### config.mk
export PLATFORM = sky130hd
export DESIGN_NAME = gtc_sqrt
export DESIGN_NICKNAME = d
export VERILOG_FILES = /design/src/rtl/gtc_pkg.sv /design/src/rtl/gtc_sqrt.sv
export SDC_FILE = /design/constraint.sdc
export NUM_CORES = 1
export LEC_CHECK = 0
export BUFFER_PORTS_ARGS = -buffer_cell sky130_fd_sc_hd__buf_4
export CAP_MARGIN = 10
export CORE_MARGIN = 2
export CORE_UTILIZATION = 43
export CTS_BUF_LIST = sky130_fd_sc_hd__clkbuf_8
export DETAILED_ROUTE_END_ITERATION = 6
export GPL_TIMING_DRIVEN = 0
export PLACE_DENSITY_LB_ADDON = 0.1
export SKIP_CTS_REPAIR_TIMING = 1
export SYNTH_ARGS = -nofsm -noshare
export SYNTH_HDL_FRONTEND = slang
export SYNTH_SLANG_ARGS = --single-unit
### constraint.sdc
create_clock -name clk -period 4.95 [get_ports clk]
set_input_delay 0.99 -clock clk [delete_from_list [all_inputs] [get_ports clk]]
set_output_delay 0.99 -clock clk [all_outputs]
set_load 0.03 [all_outputs]
### src/rtl/gtc_pkg.sv
// ----------------------------------------------------------------------------
// gtc_pkg
// Shared widths, types, register indexes and fixed-point helpers for the
// gammatone channel with ratemap.
// ----------------------------------------------------------------------------
package gtc_pkg;

    localparam int SAMPLE_BITS = 16;
    localparam int FRAME_MAX   = 4096;
    localparam int POS_W       = $clog2(FRAME_MAX);
    localparam int LEN_W       = POS_W + 1;

    localparam int OPW    = 64;
    localparam int PRODW  = 128;
    localparam int WIDEW  = 130;
    localparam int DIG_W  = 16;
    localparam int DIGITS = OPW / DIG_W;
    localparam int CNT_W  = $clog2(DIGITS);

    localparam int RAD_W  = 96;
    localparam int ROOT_W = RAD_W / 2;
    localparam int SQC_W  = $clog2(ROOT_W);

    typedef logic signed [OPW-1:0]   operand_t;
    typedef logic signed [PRODW-1:0] product_t;
    typedef logic signed [WIDEW-1:0] wide_t;

    localparam logic [2:0] REG_POLE_RADIUS    = 3'd0;
    localparam logic [2:0] REG_PHASE_COS      = 3'd1;
    localparam logic [2:0] REG_PHASE_SIN      = 3'd2;
    localparam logic [2:0] REG_GAIN_LEFT      = 3'd3;
    localparam logic [2:0] REG_GAIN_RIGHT     = 3'd4;
    localparam logic [2:0] REG_ENVELOPE_DECAY = 3'd5;
    localparam logic [2:0] REG_FRAME_LENGTH   = 3'd6;
    localparam logic [2:0] REG_FRAME_SCALE    = 3'd7;

    localparam logic signed [31:0] ONE_Q30 = 32'sh4000_0000;
    localparam logic [12:0] FRAME_LENGTH_RESET = 13'd160;

    // Add half an LSB, then shift right arithmetically by k.
    function automatic product_t round_shift(product_t v, int unsigned k);
        product_t half;
        half = product_t'(1) <<< (k - 1);
        return (v + half) >>> k;
    endfunction

    function automatic wide_t widen(product_t v);
        return wide_t'(v);
    endfunction

    function automatic logic signed [63:0] sat_s(wide_t v, int unsigned bits);
        wide_t hi;
        wide_t lo;
        hi = (wide_t'(1) <<< (bits - 1)) - wide_t'(1);
        lo = -(wide_t'(1) <<< (bits - 1));
        if (v > hi) begin
            return hi[63:0];
        end
        if (v < lo) begin
            return lo[63:0];
        end
        return v[63:0];
    endfunction

    function automatic logic [63:0] sat_u(wide_t v, int unsigned bits);
        wide_t hi;
        hi = (wide_t'(1) <<< bits) - wide_t'(1);
        if (v < wide_t'(0)) begin
            return 64'd0;
        end
        if (v > hi) begin
            return hi[63:0];
        end
        return v[63:0];
    endfunction

    function automatic operand_t sx48(logic signed [47:0] v);
        return {{16{v[47]}}, v};
    endfunction

    function automatic operand_t sx32(logic signed [31:0] v);
        return {{32{v[31]}}, v};
    endfunction

endpackage

### src/rtl/gtc_sqrt.sv
// ----------------------------------------------------------------------------
// gtc_sqrt
// Floor square root, restoring method, one result bit per cycle.
// ----------------------------------------------------------------------------
module gtc_sqrt
    import gtc_pkg::*;
(
    input  logic              clk,
    input  logic              rst_n,
    input  logic              start,
    input  logic [RAD_W-1:0]  radicand,
    output logic              done,
    output logic [ROOT_W-1:0] root
);

    logic [RAD_W-1:0]  src_reg, src_next;
    logic [ROOT_W+1:0] rem_reg, rem_next;
    logic [ROOT_W-1:0] root_reg, root_next;
    logic [SQC_W-1:0]  cnt_reg, cnt_next;
    logic              busy_reg, busy_next;
    logic              done_reg, done_next;

    logic [ROOT_W+1:0] rem_sh;
    logic [ROOT_W+1:0] trial;

    assign rem_sh = {rem_reg[ROOT_W-1:0], src_reg[RAD_W-1 -: 2]};
    assign trial  = {root_reg, 2'b01};

    always_comb
    begin
        src_next  = src_reg;
        rem_next  = rem_reg;
        root_next = root_reg;
        cnt_next  = cnt_reg;
        busy_next = busy_reg;
        done_next = 1'b0;
        if (start)
        begin
            src_next  = radicand;
            rem_next  = '0;
            root_next = '0;
            cnt_next  = '0;
            busy_next = 1'b1;
        end
        else if (busy_reg)
        begin
            src_next = src_reg << 2;
            cnt_next = cnt_reg + 1'b1;
            if (rem_sh >= trial)
            begin
                rem_next  = rem_sh - trial;
                root_next = {root_reg[ROOT_W-2:0], 1'b1};
            end
            else
            begin
                rem_next  = rem_sh;
                root_next = {root_reg[ROOT_W-2:0], 1'b0};
            end
            if (cnt_reg == SQC_W'(ROOT_W - 1))
            begin
                busy_next = 1'b0;
                done_next = 1'b1;
            end
        end
    end

    always_ff @(posedge clk or negedge rst_n)
    begin
        if (!rst_n)
        begin
            busy_reg <= 1'b0;
            done_reg <= 1'b0;
        end
        else
        begin
            busy_reg <= busy_next;
            done_reg <= done_next;
        end
    end

    always_ff @(posedge clk)
    begin
        src_reg  <= src_next;
        rem_reg  <= rem_next;
        root_reg <= root_next;
        cnt_reg  <= cnt_next;
    end

    assign done = done_reg;
    assign root = root_reg;

endmodule

==> impl_metrics.env, run 1 <==
export IMPL_largest_reg_flops=96
export IMPL_yosys_cell_count_top_type="nor2_1"
export IMPL_cts_root_buf="clkbuf_8"
export IMPL_grt_max_degree=64
export IMPL_hold_class="in -> async"
export IMPL_clock_sinks=200
export IMPL_insertedDiodeCount=0
export IMPL_port_buffers=146
export IMPL_path_class="reg -> reg"
export IMPL_final_util=0.517
export IMPL_vias=8475
export IMPL_critPathRequiredTime_ps=5360
export IMPL_switching_share=0.421
export IMPL_design_portCount=148
export IMPL_intPower_mw=4.08
export IMPL_clock_path_buffers=2
export IMPL_crit_arrival_ps=4040
export IMPL_synth_common_cells="123 x nor2_1, 102 x dfxtp_1, 99 x mux2_2, 96 x edfxtp_1, 84 x mux2i_1"
export IMPL_place_congestion=0.868
export IMPL_seq_power_share=0.301
export IMPL_rr_worst_depth=13
export IMPL_core_mm2=0.0253
export IMPL_yosysTopAreaCellShare=0.259
export IMPL_peakVddDrop_mv=0.351
export IMPL_cp_startpoint="root[30]"
export IMPL_cp_num_buf_inv=4
export IMPL_synth_area_leaders="edfxtp_1 26%, dfxtp_1 18%, mux2_2 10%"
export IMPL_fmax_ghz=0.275
export IMPL_ant_nets=0
export IMPL_grt_ovfl_total=0
export IMPL_nets=1407
export IMPL_grt_antenna_before_repair=0
export IMPL_power_density_mw_per_mm2=537
export IMPL_h_tree_depth=4
export IMPL_drive_above_1_share=0.238
export IMPL_die_w_um=165
export IMPL_crit_family="buffers and inverters"
export IMPL_die_area_mm2=0.0272
export IMPL_cp_slowest_cell="dfxtp_1"
export IMPL_fin_crit_ps=3630
export IMPL_cts_buffers=17
export IMPL_synth_flop_cell="dfxtp_1"
export IMPL_leakage_nw=5.79
export IMPL_synth_warnings=0
export IMPL_outcome="finished clean"
export IMPL_syn_instance_count=1091
export IMPL_via_per_inst=5.30
export IMPL_cp_common_cell="nand4_1"
export IMPL_end_kind="flop"
export IMPL_max_slew_margin_rel=0.445
export IMPL_firstDrtPassIters=5
export IMPL_worstSkewPairLatency_ps=490
export IMPL_r2r_end="rem_reg[20]"
export IMPL_dr_first_iter_drc_count=413
export IMPL_slew_violations=0
export IMPL_synth_cell_types=63
export IMPL_drc=0
export IMPL_cpPeakStageDelay_ps=410
export IMPL_cp_max_fo=10
export IMPL_grt_pass1_vias=8363
export IMPL_tightestPinTransition_ps=832
export IMPL_hold_violations=0
export IMPL_final_cell_area_mm2=0.0131
export IMPL_grt_pass1_wl_um=43000
export IMPL_cts_reportedPaths_clkPinSlew_ps=110
export IMPL_place_hpwl_um=19900
export IMPL_rsz0062_at_grt="no"
export IMPL_cp_start_kind="flop"
export IMPL_synth_edf_count=96
export IMPL_rows=58
export IMPL_die_h_um=165
export IMPL_initial_core_util=0.440
export IMPL_async_flop_share=0.0100
export IMPL_combinationalPowerShare=0.544
export IMPL_setup_violations=0
export IMPL_crit_chain="inv_1 -> ha_1 -> clkbuf_1 -> nand4_1 -> nor3_1 -> nand4_1 -> a21oi_1 -> nor4b_2 -> o31ai_4 -> buf_4 -> buf_2 -> o21ai_0 -> a211oi_1"
export IMPL_syn_nets=1241
export IMPL_wl_per_cell_um=16.9
export IMPL_switching_power_mw=2.96
export IMPL_area_growth_pct=17.6
export IMPL_r2r_start="root[30]"
export IMPL_drt_wl_total_um=27000
export IMPL_ys_seq_area_frac=0.446
export IMPL_netlist_area_mm2=0.0111
export IMPL_syn_area_per_cell_um2=10.2
export IMPL_cts_tree="done"
export IMPL_synth_top_cell_by_area="edfxtp_1"
export IMPL_pwr_share_clk=0.155
export IMPL_ff2ff_setup_slack_ps=1320
export IMPL_cap_viol_max_count=0
export IMPL_place_area_mm2=0.0127
export IMPL_fin_crit_sh=0.734
export IMPL_ys_seq_elements=200
export IMPL_fin_worst_skew_ps=20.2
export IMPL_track_usage=0.202
==> how the worst max path moves through the flow <==
stage	endpoint	slack, ps	depth (start not counted)
floorplan	src_reg[0]	1080	3
global placement	src_reg[66]	-270	3
detailed placement	rem_reg[20]	1380	13
CTS	rem_reg[20]	1360	13
global route	rem_reg[45]	1100	12
finish	rem_reg[20]	1320	13
==> per-stage QoR <==
step	instances	hold WS (ps)	power [mW]	TNS [ps]	setup slack, ps
CTS	1599	247	7.08	0	1360
global placement	1567	469	5.93	-25310	-269
global route	1599	229	7.58	0	1100
finish	1599	270	7.04	0	1320
detailed placement	1568	479	5.95	0	1380
floorplan	1091	453	5.09	0	1080
==> cells in the final DEF (no fill, tap or decap), types with 7 or more instances in the layout <==
cell type / Yosys / routed
nand2_1: 58 / 57
o21ai_0: 36 / 36
nor3_1: 15 / 15
a31oi_1: 8 / 8
buf_2: 7 / 7
nand4_1: 19 / 19
nor2b_1: 7 / 7
mux2_2: 99 / 99
xor2_1: 20 / 20
nor2_1: 123 / 123
clkbuf_8: 0 / 17
clkbuf_1: 46 / 46
and3_1: 7 / 7
a21oi_1: 59 / 59
ha_1: 51 / 51
a21o_1: 26 / 26
a211oi_1: 41 / 41
edfxtp_1: 96 / 96
xnor2_1: 25 / 25
o21bai_1: 9 / 9
buf_4: 3 / 149
inv_1: 64 / 64
mux2i_1: 84 / 84
dfxtp_1: 102 / 102
==> power groups by stage <==
stage	Sequential [mW]	Clock, mW	Combinational [mW]
5_1_grt	2.15	1.19	4.24
3_3_place_gp	2.15	0	3.78
4_1_cts	2.12	1.14	3.82
3_5_place_dp	2.15	0	3.80
6_report	2.12	1.10	3.83
2_1_floorplan	2.12	0	2.97
==> area by class of cell <==
cell class,count,area [um2]
plain buffers,63,265
clock buffers,17,234
clock inverters,14,180
fillers,2434,12200
inverters,64,240
multi-input cells,764,5680
flip-flops and latches,200,4970
well taps,330,413
repair buffers,147,1120
==> metal layers <==
metal  track usage  up-vias  wire (um)
li1              -     4261          -
met1         0.266     3972      12500
met2         0.316      214      12100
met3        0.0673       28       1930
met4        0.0542        0        412
met5             0        -          0
==> worst register-to-register path, cell delays in order (launching register included) <==
cell      delay (ps)
dfxtp_1          410
inv_1             60
ha_1             270
clkbuf_1         340
nand4_1          330
nor3_1           380
nand4_1          140
a21oi_1          220
nor4b_2          100
o31ai_4          340
buf_4            260
buf_2            320
o21ai_0          160
a211oi_1         240
==> cell families after synthesis <==
logic type / Yosys count / share of synthesized area
simple gates: 266 / 0.110
compound gates: 219 / 0.131
flops: 200 / 0.446
mux: 183 / 0.175
buf+inv: 127 / 0.0453
fa+ha+maj: 51 / 0.0572
xor+xnor: 45 / 0.0354
Power figures use the tool's default switching activity.
==> run 2: changes to the inputs <==
==> constraint.sdc (replaced) <==
create_clock -name clk -period 3.3 [get_ports clk]
set_input_delay 0.66 -clock clk [delete_from_list [all_inputs] [get_ports clk]]
set_output_delay 0.66 -clock clk [all_outputs]
set_load 0.03 [all_outputs]
==> run 2 against run 1 <==
- clock power increased by 52%
- global-route usage grew 0.20 points
- critical path type unchanged
- register-to-register slack lost 1200 ps
- sequential share of layout area fell by 0.86 points
- highest routed layer unchanged
==> impl_metrics.env, run 2 (synthesized netlist as in run 1, its figures left out) <==
export IMPL_numPlacedInstances=1568
export IMPL_firstDrtPassIters=7
export IMPL_h_tree_depth=4
export IMPL_slew_violations=0
export IMPL_final_cell_area_mm2=0.0135
export IMPL_max_slew_margin_rel=0.434
export IMPL_cts_buffers=17
export IMPL_cts_reportedPaths_clkPinSlew_ps=120
export IMPL_final_cell_mix="163 x buf_4, 123 x nor2_1, 99 x mux2_2"
export IMPL_clock_sinks=200
export IMPL_clock_path_buffers=2
export IMPL_holdCritStartpoint="radicand[0]"
export IMPL_wl_met3_um=1930
export IMPL_place_area_mm2=0.0127
export IMPL_cap_viol_max_count=0
export IMPL_r2r_end="rem_reg[47]"
export IMPL_rr_worst_depth=12
export IMPL_vias=8564
export IMPL_die_w_um=165
export IMPL_outcome="finished clean"
export IMPL_layoutNonFillerInstCount=1604
export IMPL_grt_pass1_vias=8406
export IMPL_wl_per_cell_um=17.1
export IMPL_hold_class="in -> reg"
export IMPL_wl_met2_um=12400
export IMPL_top_layer="met4"
export IMPL_ff2ff_setup_slack_ps=80
export IMPL_grt_antenna_before_repair=1
export IMPL_hold_ws_ps=443
export IMPL_fin_crit_sh=0.974
export IMPL_fin_worst_skew_ps=22.1
export IMPL_rows=58
export IMPL_rsz0062_at_grt="yes"
export IMPL_end_kind="flop"
export IMPL_setup_violations=0
export IMPL_min_to="src_reg[0]"
export IMPL_worstSkewPairLatency_ps=500
export IMPL_cts_tree="done"
export IMPL_power_mw=11.4
export IMPL_grt_pass1_wl_um=43600
export IMPL_power_density_mw_per_mm2=845
export IMPL_drt_wl_total_um=27500
export IMPL_dr_first_iter_drc_count=461
export IMPL_cp_start_kind="flop"
export IMPL_fin_crit_ps=3220
export IMPL_cts_root_buf="clkbuf_8"
export IMPL_critPathRequiredTime_ps=3730
export IMPL_place_hpwl_um=19900
export IMPL_leakage_nw=5.91
export IMPL_grt_ovfl_total=0
export IMPL_hold_depth=2
export IMPL_via_per_inst=5.34
export IMPL_port_buffers=146
export IMPL_tightestPinTransition_ps=848
export IMPL_fmax_ghz=0.311
export IMPL_area_growth_pct=20.9
export IMPL_r2r_start="root[0]"
export IMPL_nets=1412
export IMPL_design_portCount=148
export IMPL_drive_above_1_share=0.288
export IMPL_track_usage=0.204
export IMPL_core_mm2=0.0253
export IMPL_die_h_um=165
export IMPL_path_class="reg -> reg"
export IMPL_tns_ps=0
export IMPL_cp_max_fo=5
export IMPL_crit_arrival_ps=3650
export IMPL_layout_commonest_cell="buf_4"
export IMPL_insertedDiodeCount=0
export IMPL_largest_reg_flops=96
export IMPL_grt_max_degree=57
export IMPL_hold_violations=0
export IMPL_ant_nets=0
export IMPL_die_area_mm2=0.0272
export IMPL_drc=0
export IMPL_initial_core_util=0.440
export IMPL_fillers=2378
export IMPL_drt_met1_wl_um=12800
export IMPL_peakVddDrop_mv=0.488
export IMPL_place_congestion=0.870
==> run 2: how the worst max path moves through the flow <==
stage | start | end | slack [ps] | cells after the start
2_1_floorplan | root[5] | rem_reg[42] | 200 | 14
3_3_place_gp | root[5] | rem_reg[42] | -260 | 14
3_5_place_dp | root[30] | rem_reg[20] | -260 | 13
4_1_cts | root[5] | rem_reg[44] | -290 | 14
5_1_grt | root[0] | rem_reg[47] | -20 | 12
6_report | root[0] | rem_reg[47] | 80 | 12
==> run 2: area by class of cell <==
cell class	instances	area (um2)	share of cell area
inverter	64	240	0.0178
timing repair buffer	165	1280	0.0951
clock inverter	14	183	0.0136
tap	330	413	0.0306
buffer	50	246	0.0183
sequential	200	5000	0.371
clock buffer	17	234	0.0174
multi-input combinational	764	5880	0.436
==> run 2: power breakdown <==
part | leakage, nW | internal, mW | switching (mW) | total (mW)
clock network | 0.209 | 0.596 | 1.08 | 1.67
registers | 1.89 | 2.97 | 0.226 | 3.19
logic | 3.81 | 3.06 | 3.47 | 6.53
==> run 2: through the flow <==
| stage | worst slack (ps) | utilization |
|---|---|---|
| 6_report | 84.5 | 0.532 |
| 3_5_place_dp | -257 | 0.501 |
| 3_3_place_gp | -264 | 0.500 |
| 5_1_grt | -23.6 | 0.532 |
| 2_1_floorplan | 197 | - |
| 4_1_cts | -289 | 0.518 |
==> run 2: critical path, stage by stage, from the launching register on <==
cell and delay (ps):
dfxtp_4 400, inv_1 50, ha_1 360, o211ai_1 210, o21ai_2 130, and2_4 200
a211oi_4 330, o22ai_2 160, o31a_2 410, a31oi_4 210, nor4_1 70, or4_1 500
o21ai_1 130
==> run 2: metal layers <==
metal  global-route usage  vias up
met4               0.0455        0
met5                    0        -
met2                0.322      189
li1                     -     4283
met3               0.0678       27
met1                0.271     4065
